$ cat src/assert_macros.svh
// Assertion macros shared by the mixer RTL.
`ifndef ASSERT_MACROS_SVH
`define ASSERT_MACROS_SVH

// Clocked assertion, disabled while reset is asserted.
`define SJM_ASSERT(lbl, prop, msg) \
	lbl: assert property (@(posedge clk) disable iff (!arst_n) prop) else $error(msg);

// Implication checked in the following cycle.
`define SJM_ASSERT_NEXT(lbl, ante, cons, msg) \
	lbl: assert property (@(posedge clk) disable iff (!arst_n) (ante) |=> (cons)) else $error(msg);

`endif

$ cat src/sjm_pkg.sv
// Types, constants and helpers of the six-axis joystick mixer.
`default_nettype none
package sjm_pkg;
	localparam int RAW_W    = 13;
	localparam int SUM_W    = 21;
	localparam int CNT_W    = 8;
	localparam int NCH      = 8;
	localparam int CH_W     = 3;
	localparam int VAL_W    = 11;
	localparam int AX_W     = 12;
	localparam int TZ_W     = 13;
	localparam int DZ_W     = 9;
	localparam int INV_W    = 6;
	localparam int SCALE    = 512;
	localparam int SCALE_SH = 9;
	localparam int NUM_W    = 24;
	localparam int IDX_W    = 2;
	localparam int CFG_W    = 9;
	localparam int IN_W     = 104;
	localparam int OUT_W    = 80;
	localparam int ADC_FULL_SCALE_DEF = 8192;

	localparam logic [RAW_W-1:0] AVG_MAX = '1;

	// register indexes
	localparam logic [IDX_W-1:0] REG_DEADZONE = 2'd0;
	localparam logic [IDX_W-1:0] REG_INVERT   = 2'd1;
	localparam logic [IDX_W-1:0] REG_MEASURE  = 2'd2;
	localparam logic [IDX_W-1:0] REG_CALIB    = 2'd3;

	// channel order inside a scan
	localparam int CH_AX = 0;
	localparam int CH_AY = 1;
	localparam int CH_BX = 2;
	localparam int CH_BY = 3;
	localparam int CH_CX = 4;
	localparam int CH_CY = 5;
	localparam int CH_DX = 6;
	localparam int CH_DY = 7;

	// axis bits of the invert mask
	localparam int AXI_TX = 0;
	localparam int AXI_TY = 1;
	localparam int AXI_TZ = 2;
	localparam int AXI_RX = 3;
	localparam int AXI_RY = 4;
	localparam int AXI_RZ = 5;

	typedef logic signed [VAL_W-1:0] val_t;

	typedef struct packed {
		logic signed [AX_W-1:0] rot_z;
		logic signed [AX_W-1:0] rot_y;
		logic signed [AX_W-1:0] rot_x;
		logic signed [TZ_W-1:0] trans_z;
		logic signed [AX_W-1:0] trans_y;
		logic signed [AX_W-1:0] trans_x;
	} axes_t;

	// magnitude of a scaled channel value
	function automatic logic [VAL_W-1:0] abs_val(input val_t v);
		abs_val = v[VAL_W-1] ? VAL_W'(-v) : VAL_W'(v);
	endfunction

	// zero a channel whose magnitude is under the deadzone
	function automatic val_t dz_filter(input val_t v, input logic [DZ_W-1:0] dz);
		dz_filter = (abs_val(v) < VAL_W'(dz)) ? '0 : v;
	endfunction
endpackage
`default_nettype wire

$ cat src/sjm_divider.sv
// Shared restoring divider, one quotient bit per cycle.
`default_nettype none
`include "assert_macros.svh"
module sjm_divider #(
	parameter int NUM_W = sjm_pkg::NUM_W,
	parameter int DVS_W = 14
) (
	input  wire logic             clk,
	input  wire logic             arst_n,
	input  wire logic             start,
	input  wire logic [NUM_W-1:0] dividend,
	input  wire logic [DVS_W-1:0] divisor,
	output logic                  busy,
	output logic                  done,
	output logic [NUM_W-1:0]      quotient
);
	localparam int CNT_W = $clog2(NUM_W + 1);

	logic [CNT_W-1:0] cnt_q;
	logic [DVS_W-1:0] rem_q;
	logic [DVS_W-1:0] dvs_q;
	logic [NUM_W-1:0] quo_q;
	logic             busy_q;
	logic             done_q;
	logic [DVS_W:0]   trial;
	logic             fits;

	// one restoring step
	assign trial = {rem_q, quo_q[NUM_W-1]};
	assign fits  = trial >= {1'b0, dvs_q};

	always_ff @(posedge clk or negedge arst_n) begin
		if (!arst_n) begin
			busy_q <= 1'b0;
			done_q <= 1'b0;
			cnt_q  <= '0;
			rem_q  <= '0;
			dvs_q  <= '0;
			quo_q  <= '0;
		end else begin
			// pulse after the last quotient bit
			done_q <= busy_q && !start && (cnt_q == CNT_W'(1));
			if (start) begin
				busy_q <= 1'b1;
				cnt_q  <= CNT_W'(NUM_W);
				rem_q  <= '0;
				dvs_q  <= divisor;
				quo_q  <= dividend;
			end else if (busy_q) begin
				rem_q <= fits ? DVS_W'(trial - {1'b0, dvs_q}) : DVS_W'(trial);
				quo_q <= {quo_q[NUM_W-2:0], fits};
				cnt_q <= cnt_q - 1'b1;
				if (cnt_q == CNT_W'(1)) begin
					busy_q <= 1'b0;
				end
			end
		end
	end

	assign busy     = busy_q;
	assign done     = done_q;
	assign quotient = quo_q;

	`SJM_ASSERT_NEXT(a_start_busy, start, busy, "divider did not start")
	`SJM_ASSERT_NEXT(a_done_after_busy, busy && cnt_q == CNT_W'(1), done && !busy,
		"divider did not finish")
	`SJM_ASSERT(a_done_idle, done |-> !busy, "divider done while busy")
endmodule
`default_nettype wire

$ cat src/sjm_mixer.sv
// Mixes eight scaled stick channels into six axes.
`default_nettype none
module sjm_mixer (
	input  wire sjm_pkg::val_t [sjm_pkg::NCH-1:0]   v,
	input  wire logic [sjm_pkg::DZ_W-1:0]           dz,
	input  wire logic [sjm_pkg::INV_W-1:0]          inv,
	output sjm_pkg::axes_t                          axes
);
	localparam int AX_W = sjm_pkg::AX_W;
	localparam int TZ_W = sjm_pkg::TZ_W;
	localparam int VAL_W = sjm_pkg::VAL_W;

	logic                   all_x;
	logic                   all_y;
	logic signed [TZ_W-1:0] sum_x;
	logic signed [TZ_W-1:0] sum_y;
	logic signed [TZ_W-1:0] half_y;
	logic signed [AX_W-1:0] tx, ty, rx, ry, rz;
	logic signed [TZ_W-1:0] tz;
	logic [VAL_W-1:0]       dzw;

	assign dzw = VAL_W'(dz);

	// override detection: every stick of a direction past the deadzone
	assign all_x = (sjm_pkg::abs_val(v[sjm_pkg::CH_AX]) > dzw)
		&& (sjm_pkg::abs_val(v[sjm_pkg::CH_BX]) > dzw)
		&& (sjm_pkg::abs_val(v[sjm_pkg::CH_CX]) > dzw)
		&& (sjm_pkg::abs_val(v[sjm_pkg::CH_DX]) > dzw);
	assign all_y = (sjm_pkg::abs_val(v[sjm_pkg::CH_AY]) > dzw)
		&& (sjm_pkg::abs_val(v[sjm_pkg::CH_BY]) > dzw)
		&& (sjm_pkg::abs_val(v[sjm_pkg::CH_CY]) > dzw)
		&& (sjm_pkg::abs_val(v[sjm_pkg::CH_DY]) > dzw);

	assign sum_x = TZ_W'(v[sjm_pkg::CH_AX]) + TZ_W'(v[sjm_pkg::CH_BX])
		+ TZ_W'(v[sjm_pkg::CH_CX]) + TZ_W'(v[sjm_pkg::CH_DX]);
	assign sum_y = TZ_W'(v[sjm_pkg::CH_AY]) + TZ_W'(v[sjm_pkg::CH_BY])
		+ TZ_W'(v[sjm_pkg::CH_CY]) + TZ_W'(v[sjm_pkg::CH_DY]);
	// halve toward zero
	assign half_y = (sum_y + $signed(TZ_W'(sum_y[TZ_W-1]))) >>> 1;

	// raw axes with overrides
	always_comb begin
		tx = all_x ? '0 : AX_W'(v[sjm_pkg::CH_CY]) - AX_W'(v[sjm_pkg::CH_AY]);
		ty = all_x ? '0 : AX_W'(v[sjm_pkg::CH_DY]) - AX_W'(v[sjm_pkg::CH_BY]);
		tz = all_x ? -sum_x : '0;
		rx = all_y ? '0 : AX_W'(v[sjm_pkg::CH_CX]) - AX_W'(v[sjm_pkg::CH_AX]);
		ry = all_y ? '0 : AX_W'(v[sjm_pkg::CH_BX]) - AX_W'(v[sjm_pkg::CH_DX]);
		rz = all_y ? AX_W'(half_y) : '0;
	end

	// per-axis inversion
	always_comb begin
		axes.trans_x = inv[sjm_pkg::AXI_TX] ? -tx : tx;
		axes.trans_y = inv[sjm_pkg::AXI_TY] ? -ty : ty;
		axes.trans_z = inv[sjm_pkg::AXI_TZ] ? -tz : tz;
		axes.rot_x   = inv[sjm_pkg::AXI_RX] ? -rx : rx;
		axes.rot_y   = inv[sjm_pkg::AXI_RY] ? -ry : ry;
		axes.rot_z   = inv[sjm_pkg::AXI_RZ] ? -rz : rz;
	end
endmodule
`default_nettype wire

$ cat src/six_axis_joystick_mixer_top.sv
// Top level of the six-axis joystick mixer: accumulator, sequencer, output register.
//
//  channel | direction | handshake          | content
//  s_      | in        | s_tvalid/s_tready  | one scan of eight ADC readings
//  m_      | out       | m_tvalid/m_tready  | six mixed axes
//  cfg_    | in        | cfg_valid/cfg_ready| register writes, always ready
//
// A scan that does not complete an accumulation is only added to the sums.
// A completing scan runs one averaging divide per channel on one shared divider;
// in measure mode each average is followed by its scaling divide, skipped when
// the upper span is not positive, and the six axes are then mixed.
// s_tready is low while that sequence runs; the result register lets the next
// scans be taken while a result waits, except when a new result needs it.
// Reset clears sums, counts, centres and restores register defaults.
`default_nettype none
`include "assert_macros.svh"
module six_axis_joystick_mixer_top #(
	parameter int ADC_FULL_SCALE = sjm_pkg::ADC_FULL_SCALE_DEF
) (
	input  wire logic                        clk,
	input  wire logic                        arst_n,
	input  wire logic                        s_tvalid,
	output logic                             s_tready,
	// raw_ax, raw_ay, raw_bx, raw_by, raw_cx, raw_cy, raw_dx, raw_dy
	input  wire logic [sjm_pkg::IN_W-1:0]    s_tdata,
	// operation
	input  wire logic                        s_tuser,
	output logic                             m_tvalid,
	input  wire logic                        m_tready,
	// trans_x, trans_y, trans_z, rot_x, rot_y, rot_z, zero pad
	output logic [sjm_pkg::OUT_W-1:0]        m_tdata,
	input  wire logic                        cfg_valid,
	output logic                             cfg_ready,
	input  wire logic [sjm_pkg::IDX_W-1:0]   cfg_index,
	input  wire logic [sjm_pkg::CFG_W-1:0]   cfg_data
);
	localparam int RAW_W = sjm_pkg::RAW_W;
	localparam int SUM_W = sjm_pkg::SUM_W;
	localparam int CNT_W = sjm_pkg::CNT_W;
	localparam int NCH   = sjm_pkg::NCH;
	localparam int CH_W  = sjm_pkg::CH_W;
	localparam int VAL_W = sjm_pkg::VAL_W;
	localparam int NUM_W = sjm_pkg::NUM_W;
	localparam int FS_W  = $clog2(ADC_FULL_SCALE + 1);
	localparam int DEN_W = (FS_W > RAW_W) ? FS_W : RAW_W;
	localparam int DVS_W = DEN_W + 1;
	localparam int MAG_W = VAL_W - 1;

	typedef enum logic [2:0] {
		ST_IDLE, ST_AVG, ST_AVG_WAIT, ST_SCL, ST_SCL_WAIT, ST_MIX
	} state_t;

	state_t state_q;

	logic [sjm_pkg::DZ_W-1:0]  dz_q;
	logic [sjm_pkg::INV_W-1:0] inv_q;
	logic [CNT_W-1:0]          meas_q;
	logic [CNT_W-1:0]          cal_q;

	logic [SUM_W-1:0]  sums_q [NCH];
	logic [RAW_W-1:0]  centre_q [NCH];
	sjm_pkg::val_t [NCH-1:0] v_q;
	logic [CNT_W-1:0]  scan_q;
	logic              mode_q;
	logic [CNT_W-1:0]  n_q;
	logic [CH_W-1:0]   ch_q;
	logic [RAW_W-1:0]  avg_q;
	logic              neg_q;
	logic [sjm_pkg::OUT_W-1:0] out_q;
	logic              out_vld_q;

	// accept-side signals
	logic              accept;
	logic              mode_chg;
	logic [CNT_W-1:0]  n_raw;
	logic [CNT_W-1:0]  n_eff;
	logic [CNT_W-1:0]  scan_nx;
	logic              fin;
	logic [RAW_W-1:0]  raw [NCH];

	// scaling signals
	logic [RAW_W-1:0]         centre;
	logic                     neg;
	logic [RAW_W-1:0]         mag_d;
	logic signed [DEN_W:0]    den_up;
	logic [DEN_W-1:0]         den;
	logic                     span_bad;
	sjm_pkg::val_t            v_sat_special;

	// divider interface
	logic              div_start;
	logic [NUM_W-1:0]  div_num;
	logic [DVS_W-1:0]  div_dvs;
	logic              div_busy;
	logic              div_done;
	logic [NUM_W-1:0]  div_quo;
	logic [RAW_W-1:0]  avg_clamp;
	logic [MAG_W-1:0]  q_sat;
	sjm_pkg::val_t     v_div;

	sjm_pkg::axes_t    axes;
	logic              out_free;

	assign cfg_ready = 1'b1;
	assign s_tready  = (state_q == ST_IDLE);
	assign accept    = s_tvalid && s_tready;
	assign m_tvalid  = out_vld_q;
	assign m_tdata   = out_q;
	assign out_free  = !out_vld_q || m_tready;

	// unpack scan
	always_comb begin
		for (int i = 0; i < NCH; i++) begin
			raw[i] = s_tdata[i*RAW_W +: RAW_W];
		end
	end

	// sample count and completion
	assign mode_chg = s_tuser != mode_q;
	assign n_raw    = s_tuser ? cal_q : meas_q;
	assign n_eff    = (n_raw == '0) ? CNT_W'(1) : n_raw;
	assign scan_nx  = (mode_chg ? '0 : scan_q) + 1'b1;
	assign fin      = (scan_nx == '0) || (scan_nx >= n_eff);

	// centring and span selection
	assign centre   = centre_q[ch_q];
	assign neg      = avg_q < centre;
	assign mag_d    = neg ? centre - avg_q : avg_q - centre;
	assign den_up   = (DEN_W+1)'(ADC_FULL_SCALE) - (DEN_W+1)'(centre);
	assign span_bad = !neg && (den_up <= 0);
	assign den      = neg ? DEN_W'(centre) : den_up[DEN_W-1:0];
	assign v_sat_special = (mag_d != '0) ? VAL_W'(sjm_pkg::SCALE) : '0;

	// divider operands per step
	always_comb begin
		div_start = 1'b0;
		div_num   = NUM_W'(sums_q[ch_q]);
		div_dvs   = DVS_W'(n_q);
		if (state_q == ST_AVG) begin
			div_start = 1'b1;
		end else if (state_q == ST_SCL && !span_bad) begin
			div_start = 1'b1;
			div_num   = NUM_W'({mag_d, {(sjm_pkg::SCALE_SH + 1){1'b0}}}) + NUM_W'(den);
			div_dvs   = {den, 1'b0};
		end
	end

	// quotient post-processing
	assign avg_clamp = (div_quo > NUM_W'(sjm_pkg::AVG_MAX)) ? sjm_pkg::AVG_MAX
		: div_quo[RAW_W-1:0];
	assign q_sat = (div_quo > NUM_W'(sjm_pkg::SCALE)) ? MAG_W'(sjm_pkg::SCALE)
		: div_quo[MAG_W-1:0];
	assign v_div = neg_q ? -VAL_W'(q_sat) : VAL_W'(q_sat);

	sjm_divider #(.NUM_W(NUM_W), .DVS_W(DVS_W)) u_div (
		.clk      (clk),
		.arst_n   (arst_n),
		.start    (div_start),
		.dividend (div_num),
		.divisor  (div_dvs),
		.busy     (div_busy),
		.done     (div_done),
		.quotient (div_quo)
	);

	sjm_mixer u_mix (
		.v    (v_q),
		.dz   (dz_q),
		.inv  (inv_q),
		.axes (axes)
	);

	// configuration registers
	always_ff @(posedge clk or negedge arst_n) begin
		if (!arst_n) begin
			dz_q   <= sjm_pkg::DZ_W'(5);
			inv_q  <= sjm_pkg::INV_W'(44);
			meas_q <= CNT_W'(10);
			cal_q  <= CNT_W'(100);
		end else if (cfg_valid && cfg_ready) begin
			unique case (cfg_index)
				sjm_pkg::REG_DEADZONE: dz_q   <= cfg_data;
				sjm_pkg::REG_INVERT:   inv_q  <= cfg_data[sjm_pkg::INV_W-1:0];
				sjm_pkg::REG_MEASURE:  meas_q <= cfg_data[CNT_W-1:0];
				sjm_pkg::REG_CALIB:    cal_q  <= cfg_data[CNT_W-1:0];
				default: ;
			endcase
		end
	end

	// sequencer with accumulators, centres and output register
	always_ff @(posedge clk or negedge arst_n) begin
		if (!arst_n) begin
			state_q   <= ST_IDLE;
			scan_q    <= '0;
			mode_q    <= 1'b0;
			n_q       <= '0;
			ch_q      <= '0;
			avg_q     <= '0;
			neg_q     <= 1'b0;
			out_q     <= '0;
			out_vld_q <= 1'b0;
			v_q       <= '0;
			for (int i = 0; i < NCH; i++) begin
				sums_q[i]   <= '0;
				centre_q[i] <= '0;
			end
		end else begin
			// result taken; a new one is loaded in ST_MIX instead
			if (m_tready && state_q != ST_MIX) begin
				out_vld_q <= 1'b0;
			end
			unique case (state_q)
				ST_IDLE: begin
					if (accept) begin
						mode_q <= s_tuser;
						scan_q <= fin ? '0 : scan_nx;
						n_q    <= n_eff;
						ch_q   <= '0;
						for (int i = 0; i < NCH; i++) begin
							sums_q[i] <= (mode_chg ? '0 : sums_q[i]) + SUM_W'(raw[i]);
						end
						if (fin) begin
							state_q <= ST_AVG;
						end
					end
				end
				ST_AVG: begin
					state_q <= ST_AVG_WAIT;
				end
				ST_AVG_WAIT: begin
					if (div_done) begin
						if (mode_q) begin
							centre_q[ch_q] <= avg_clamp;
							ch_q <= ch_q + 1'b1;
							if (ch_q == CH_W'(NCH - 1)) begin
								for (int i = 0; i < NCH; i++) begin
									sums_q[i] <= '0;
								end
								state_q <= ST_IDLE;
							end else begin
								state_q <= ST_AVG;
							end
						end else begin
							avg_q   <= avg_clamp;
							state_q <= ST_SCL;
						end
					end
				end
				ST_SCL: begin
					neg_q <= neg;
					if (span_bad) begin
						v_q[ch_q] <= sjm_pkg::dz_filter(v_sat_special, dz_q);
						ch_q <= ch_q + 1'b1;
						state_q <= (ch_q == CH_W'(NCH - 1)) ? ST_MIX : ST_AVG;
					end else begin
						state_q <= ST_SCL_WAIT;
					end
				end
				ST_SCL_WAIT: begin
					if (div_done) begin
						v_q[ch_q] <= sjm_pkg::dz_filter(v_div, dz_q);
						ch_q <= ch_q + 1'b1;
						state_q <= (ch_q == CH_W'(NCH - 1)) ? ST_MIX : ST_AVG;
					end
				end
				ST_MIX: begin
					if (out_free) begin
						out_q <= sjm_pkg::OUT_W'({axes.rot_z, axes.rot_y, axes.rot_x,
							axes.trans_z, axes.trans_y, axes.trans_x});
						out_vld_q <= 1'b1;
						for (int i = 0; i < NCH; i++) begin
							sums_q[i] <= '0;
						end
						state_q <= ST_IDLE;
					end
				end
				default: state_q <= ST_IDLE;
			endcase
		end
	end

	`SJM_ASSERT(a_start_idle, div_start |-> !div_busy, "divider started while busy")
	`SJM_ASSERT_NEXT(a_mix_load, state_q == ST_MIX && out_free, m_tvalid,
		"result not loaded")
	`SJM_ASSERT_NEXT(a_fin_busy, accept && fin, !s_tready,
		"completing scan did not block input")
endmodule
`default_nettype wire

$ cat config.mk
export PLATFORM = sky130hd
export DESIGN_NAME = six_axis_joystick_mixer_top
export DESIGN_NICKNAME = d
export VERILOG_FILES = /design/src/sjm_pkg.sv /design/src/sjm_divider.sv /design/src/sjm_mixer.sv /design/src/six_axis_joystick_mixer_top.sv
export VERILOG_INCLUDE_DIRS = /design/src /design/src/src
export SDC_FILE = /design/constraint.sdc
export NUM_CORES = 2
export LEC_CHECK = 0
export ABC_AREA = 1
export BUFFER_PORTS_ARGS = -buffer_cell sky130_fd_sc_hd__buf_2
export CAP_MARGIN = 20
export CORE_MARGIN = 2
export CORE_UTILIZATION = 50
export DETAILED_ROUTE_END_ITERATION = 12
export PLACE_DENSITY_LB_ADDON = 0.3
export SETUP_SLACK_MARGIN = 0.05
export SLEW_MARGIN = 20
export SYNTH_ARGS = -nofsm -noshare
export SYNTH_HDL_FRONTEND = slang
export SYNTH_SLANG_ARGS = --single-unit
export TNS_END_PERCENT = 10
$ cat constraint.sdc
create_clock -name clk -period 10.85 [get_ports clk]
set_input_delay 0.5425 -clock clk [delete_from_list [all_inputs] [get_ports clk]]
set_output_delay 0.5425 -clock clk [all_outputs]
set_load 0.005 [all_outputs]
Word-level counts from Yosys, hierarchy flattened
Index checks and enable logic that the tools add are counted.
{"block": "classes", "reduce_logical": 41, "muxes": 99, "n_addsub": 45, "n_eq_ne": 20, "n_bitwise": 2, "n_lt_le_gt_ge": 20}
{"op": "$mux 168", "n": 5}
{"op": "$pmux 168 s3", "n": 1}
{"op": "$mux 21", "n": 10}
{"op": "$bwmux 88", "n": 2}
{"op": "$mux 88", "n": 2}
{"op": "$pmux 88 s2", "n": 1}
{"op": "$add 21x13->21", "n": 8}
{"op": "$mux 11", "n": 13}
{"op": "$mux 12", "n": 10}
{"op": "$bwmux 104", "n": 1}
{"op": "$neg 11->11", "n": 9}
{"op": "$mux 24", "n": 4}
{"op": "$mux 13", "n": 7}
{"op": "$gt 11x9->1", "n": 8}
{"op": "$mux 15", "n": 5}
{"op": "$bmux 21 s3", "n": 1}
{"op": "$neg 12->12", "n": 5}
{"op": "$sub 11x11->12", "n": 4}
{"op": "$bmux 13 s3", "n": 1}
{"op": "$demux 13 s3", "n": 1}
{"op": "$mux 3", "n": 13}
{"op": "$demux 11 s3", "n": 1}
{"op": "$mux 8", "n": 4}
{"op": "$mux 10", "n": 3}
{"op": "other kinds (55)", "n": 108}
{"block": "word_totals", "out_inout_bits": 83, "regBits": 563, "input_bits": 121}

Logic depth before layout (Yosys ltp)
{"block": "depth", "ltp_word": 15, "depth_mapped": 36, "depth_no_buf": 32}

Hierarchy
Synthesis repeated with hierarchy kept, for this count alone.
{"block": "unflattened", "cells_unflattened": 6463, "hier_area_um2": 45337.2}
{"module": "six_axis_joystick_mixer_top", "cells_per_inst": 4135, "area_each_um2": 31127.4, "instances": 1}
{"module": "sjm_mixer", "cells_per_inst": 1834, "area_each_um2": 10568.9, "instances": 1}
{"module": "sjm_divider", "cells_per_inst": 494, "area_each_um2": 3641.0, "instances": 1}

Worst setup path before layout
OpenSTA, ideal clock, no wires.
{"block": "synth_timing", "path_kind": "flip-flop to flip-flop", "start": "register ch_q[0]", "end": "register u_div.quo_q[22] (netlist: u_div.quotient[22])", "setup_time_ns": 0.077, "stages_incl_launch_ff": 33, "path_slack_ns": 6.151, "arrival_ns": 4.622, "cell_sequence": "dfrtp_1 buf_6 buf_6 buf_6 nor3_2 inv_2 o21ai_1 nor2_1 nand2_1 inv_1 ha_1 a21oi_1 o21ai_0 a21oi_1 nand2_1 buf_2 inv_2 clkbuf_1 clkbuf_1 nand2_1 o21ai_0 ha_1 inv_1 fa_1 nor2_1 a211oi_1 nor2_1 nand3_1 nor3_1 nand2_1 nand2_1 nand3_1 a21oi_1"}
{"block": "synth_between", "elab_chain_cells": 12, "elab_cells_between_ends": 22, "cone_classes": "add/sub: 4; order compare: 2; mux: 10; bitwise: 1; reduce/logical: 5"}
{"element": "start, declared", "line": "six_axis_joystick_mixer_top.sv:66", "text": "logic [CH_W-1:0] ch_q;"}
{"element": "start signal, assigned", "line": "six_axis_joystick_mixer_top.sv:235", "text": "ch_q <= ch_q + 1'b1;"}
{"element": "start signal, assigned", "line": "six_axis_joystick_mixer_top.sv:254", "text": "ch_q <= ch_q + 1'b1;"}
{"element": "start signal, assigned", "line": "six_axis_joystick_mixer_top.sv:263", "text": "ch_q <= ch_q + 1'b1;"}
{"element": "$not 3->4 (not written as such) *", "line": "six_axis_joystick_mixer_top.sv:126", "text": "assign centre = centre_q[ch_q];"}
{"element": "$bmux 13 s3 *", "line": "six_axis_joystick_mixer_top.sv:126"}
{"element": "$mux 13 (not written as such) * (2 in a row)", "line": "six_axis_joystick_mixer_top.sv:126"}
{"element": "branches (longest 8 deep; another with $add 23x14->24)"}
{"element": "end signal, assigned", "line": "sjm_divider.sv:48", "text": "quo_q <= dividend;"}
{"element": "end signal, assigned", "line": "sjm_divider.sv:51", "text": "quo_q <= {quo_q[NUM_W-2:0], fits};"}
{"element": "end, declared", "line": "sjm_divider.sv:22", "text": "logic [NUM_W-1:0] quo_q;"}
Mark *: on every way between the ends. The select of a mux whose other input is x is not followed.
A chain may end at the register's enable or synchronous reset.

Worst setup path after layout
Same ends and word-level chain as after synthesis.

==> flow_summary_export.csv <==
group,metric,value,unit
detailed_routing,drt-total-wl,140,mm
clocking,clkLatencyLatePin,0.64,ns
clocking,postCtsSetupRepairBufs,0,
setup_path,slowest_stage,"nand2_1",
placement,gp_congestion,0.975,
cells_and_area,fin_nets,6907,
detailed_routing,vias,42184,
timing,rsz0062_at_grt,"false",
pwr,peakVddDrop,0.000109,V
logic_synthesis,yosysMostFrequentCell,"nand2_1",
setup_path,critPathLaunchType,"flop",
setup_path,path_max_fanout,79,
logic_synthesis,syn_area,44000,um^2
detailed_routing,first_iter_violations,4080,
floorplan,initial_core_util,50.6,%
logic_synthesis,synth_flop_cell,"dfrtp_1",
setup_path,crit_path_max_incr_delay,0.72,ns
timing,final.setup.tns,0,ns
floorplan,rows,108,
floorplan,die_height,301,um
logic_synthesis,synth_common_cells,"nand2_1, inv_1, nor2_1",
grt,grt_pass1_vias,39538,
detailed_routing,drc_errors,0,
pwr,powerDensity,104,nW/um^2
logic_synthesis,synth_top_area_share,31.4,%
clocking,cts_inserted_buffers,68,
logic_synthesis,async_flop_share,100,%
cells_and_area,num-fill-cells,8400,
logic_synthesis,ys_top_cells_by_area,"dfrtp_1, nand2_1, ha_1",
timing,slew_violations,0,
grt,grt_remaining_overflow,0,
clocking,cts_tree,"yes",
setup_path,worst-path-buf-inv,4,
setup_path,crit_family,"simple AND/OR/NAND/NOR gates",
logic_synthesis,yosysTopAreaCell,"dfrtp_1",
timing,finClkSkew,0.0312,ns
status,status,"completed",
grt,antenna_found_initial,1,
detailed_routing,drt-pass1-iter-count,9,
logic_synthesis,synth_edf_count,0,
logic_synthesis,yosys_warnings,0,
grt,grt_max_degree,162,
placement,hpwl,104,mm
timing,setup_viol,0,
floorplan,fp.dieW,301,um
detailed_routing,vias_per_cell,5.55,
floorplan,core,87000,um^2
clocking,clock_sinks,563,
run,cap_violations,0,
floorplan,pin_count,204,
setup_path,cp.required,11.41,ns
timing,final_hold_viol_count,0,
logic_synthesis,ys_seq_area_share,32.0,%
cells_and_area,areaGrowthSynthToFinish,9.50,%
cells_and_area,n_antenna_cell,0,
grt,grt_pass1_wl,221,mm
detailed_routing,wl_per_cell,18.4,um
timing,max_freq,147,MHz
detailed_routing,drtAntennaViolNets,0,
timing,relSlewSlack,24.9,%
clocking,root_buffer,"clkbuf_16",
timing,period_share,62.9,%
placement,io_buffers,195,
setup_path,critPathArrivalTime,7.39,ns
setup_path,end_kind,"flop",
min_path,hold_path.class,"in -> reg",
cells_and_area,drive_gt1_share,6.91,%
clocking,clk_path_buf_depth,3,
logic_synthesis,syn_area_per_cell,7.01,um^2
pwr,power.leakage,26.2,nW
clocking,cts.clk_slew.worst_paths,0.06,ns
setup_path,crit_type,"reg -> reg",
floorplan,dieArea,90400,um^2
logic_synthesis,synth.distinct_cells,60,
clocking,cts_max_level,3,
logic_synthesis,synthCells,6280,
timing,tightest_slew,1.13,ns
timing,period_minus_slack,6.83,ns
logic_synthesis,synth-seq-cells,563,
timing,worst_slack,4.02,ns
placement,post-place-ws,4.11,ns
grt,grtUsageTotal,30.8,%
setup_path,cp_common_cell,"nand2_1",
timing repair:
item / in CTS / in global routing
hold buffers: 1 / 0
resized for setup: 0 / 0
endpoints found under the hold margin: 58 / 0
placed cells by master, fill, tap and decap left out, types with 52 or more instances in the layout:
cell / Yosys / routed
a31oi_1: 59 / 59
nand3_1: 340 / 340
a21oi_1: 251 / 251
ha_1: 338 / 338
dfrtp_1: 553 / 552
xnor2_1: 52 / 52
o22ai_1: 183 / 183
inv_1: 855 / 855
buf_2: 21 / 194
nor2_1: 585 / 582
clkbuf_16: 0 / 69
o21ai_0: 437 / 437
fa_1: 62 / 62
nand4_1: 80 / 80
xor2_1: 164 / 164
nand2_1: 1756 / 1754
kinds of logic (layout without fill, tap and decap cells):
group,after synthesis,count (layout),share of synthesized area [%]
fa+ha+maj,400,400,12.4
flops,563,563,32.0
compound gates,1116,1116,14.4
buf+inv,1077,1230,9.52
other cells,2,8,0.0171
xor+xnor,216,216,4.30
mux,9,9,0.210
simple gates,2897,2897,27.1
power by group:
part | total [W] | internal (W) | leakage [nW] | switching [W]
Clock | 0.00235 | 0.00138 | 1.11 | 0.000971
Combinational | 0.000532 | 0.000181 | 18.2 | 0.000351
Sequential | 0.00215 | 0.00212 | 6.93 | 0.0000271
layout make-up:
| class | instances | area, um^2 | area share, % |
|---|---|---|---|
| tap | 1155 | 1450 | 3.00 |
| multi-input combinational | 4646 | 25800 | 53.5 |
| sequential | 563 | 14100 | 29.3 |
| timing repair buffer | 232 | 1310 | 2.72 |
| clock buffer | 99 | 1990 | 4.13 |
| clock inverter | 24 | 269 | 0.558 |
| inverter | 875 | 3290 | 6.83 |
per-layer routing:
layer | global-route usage (%) | vias up | share of wire, %
met5 | 0 | - | 0.0064
met4 | 11.6 | 2 | 4.0
met3 | 4.18 | 295 | 7.0
met2 | 50.7 | 1593 | 46
met1 | 41.2 | 19616 | 43
li1 | - | 20678 | -
per-stage QoR:
stage	instance area (um^2)	util, %	hold slack, ns	instances	total power, W
floorplan	44000	-	0.247	6286	0.00253
global route	48200	55.4	0.274	7594	0.00523
finish	48200	55.4	0.215	7594	0.00503
detailed placement	45900	52.7	0.459	7470	0.00271
global placement	45900	52.7	0.454	7470	0.00270
CTS	48200	55.4	0.203	7594	0.00506
worst reg2reg max path, delay by kind of cell, from the launching register on:
| kind | cells | cell delay, ns |
|---|---|---|
| compound gates | 4 | 1.02 |
| fa+ha+maj | 3 | 1.01 |
| flops | 1 | 0.51 |
| buf+inv | 4 | 1.40 |
| simple gates | 18 | 2.81 |
final timing paths:
path | startpoint | cells after the start | end | slack (ns)
min reg2reg | m_tdata[34]$_DFFE_PN0P_ | 2 | m_tdata[34]$_DFFE_PN0P_ | 0.47
max | ch_q[0]$_DFFE_PN0P_ | 29 | u_div.quotient[22]$_DFFE_PN0P_ | 4.02
max in group asynchronous | arst_n | 4 | sums_q[24]$_DFFE_PN0P_ | 8.08
max reg2reg | ch_q[0]$_DFFE_PN0P_ | 29 | u_div.quotient[22]$_DFFE_PN0P_ | 4.02
min in group asynchronous | arst_n | 2 | m_tdata[60]$_DFFE_PN0P_ | 0.48
min | cfg_data[8] | 3 | dz_q[8]$_DFFE_PN0P_ | 0.22
state kept, by name, indices dropped and copies added, names as in the netlist, 13 cells and up:
register,count
u_div.dvs_q,15
v_q,88
sums_q,168
u_div.quotient,24
m_tdata,73
centre_q,104
avg_q,13
u_div.rem_q,15
Power figures use the tool's default switching activity.
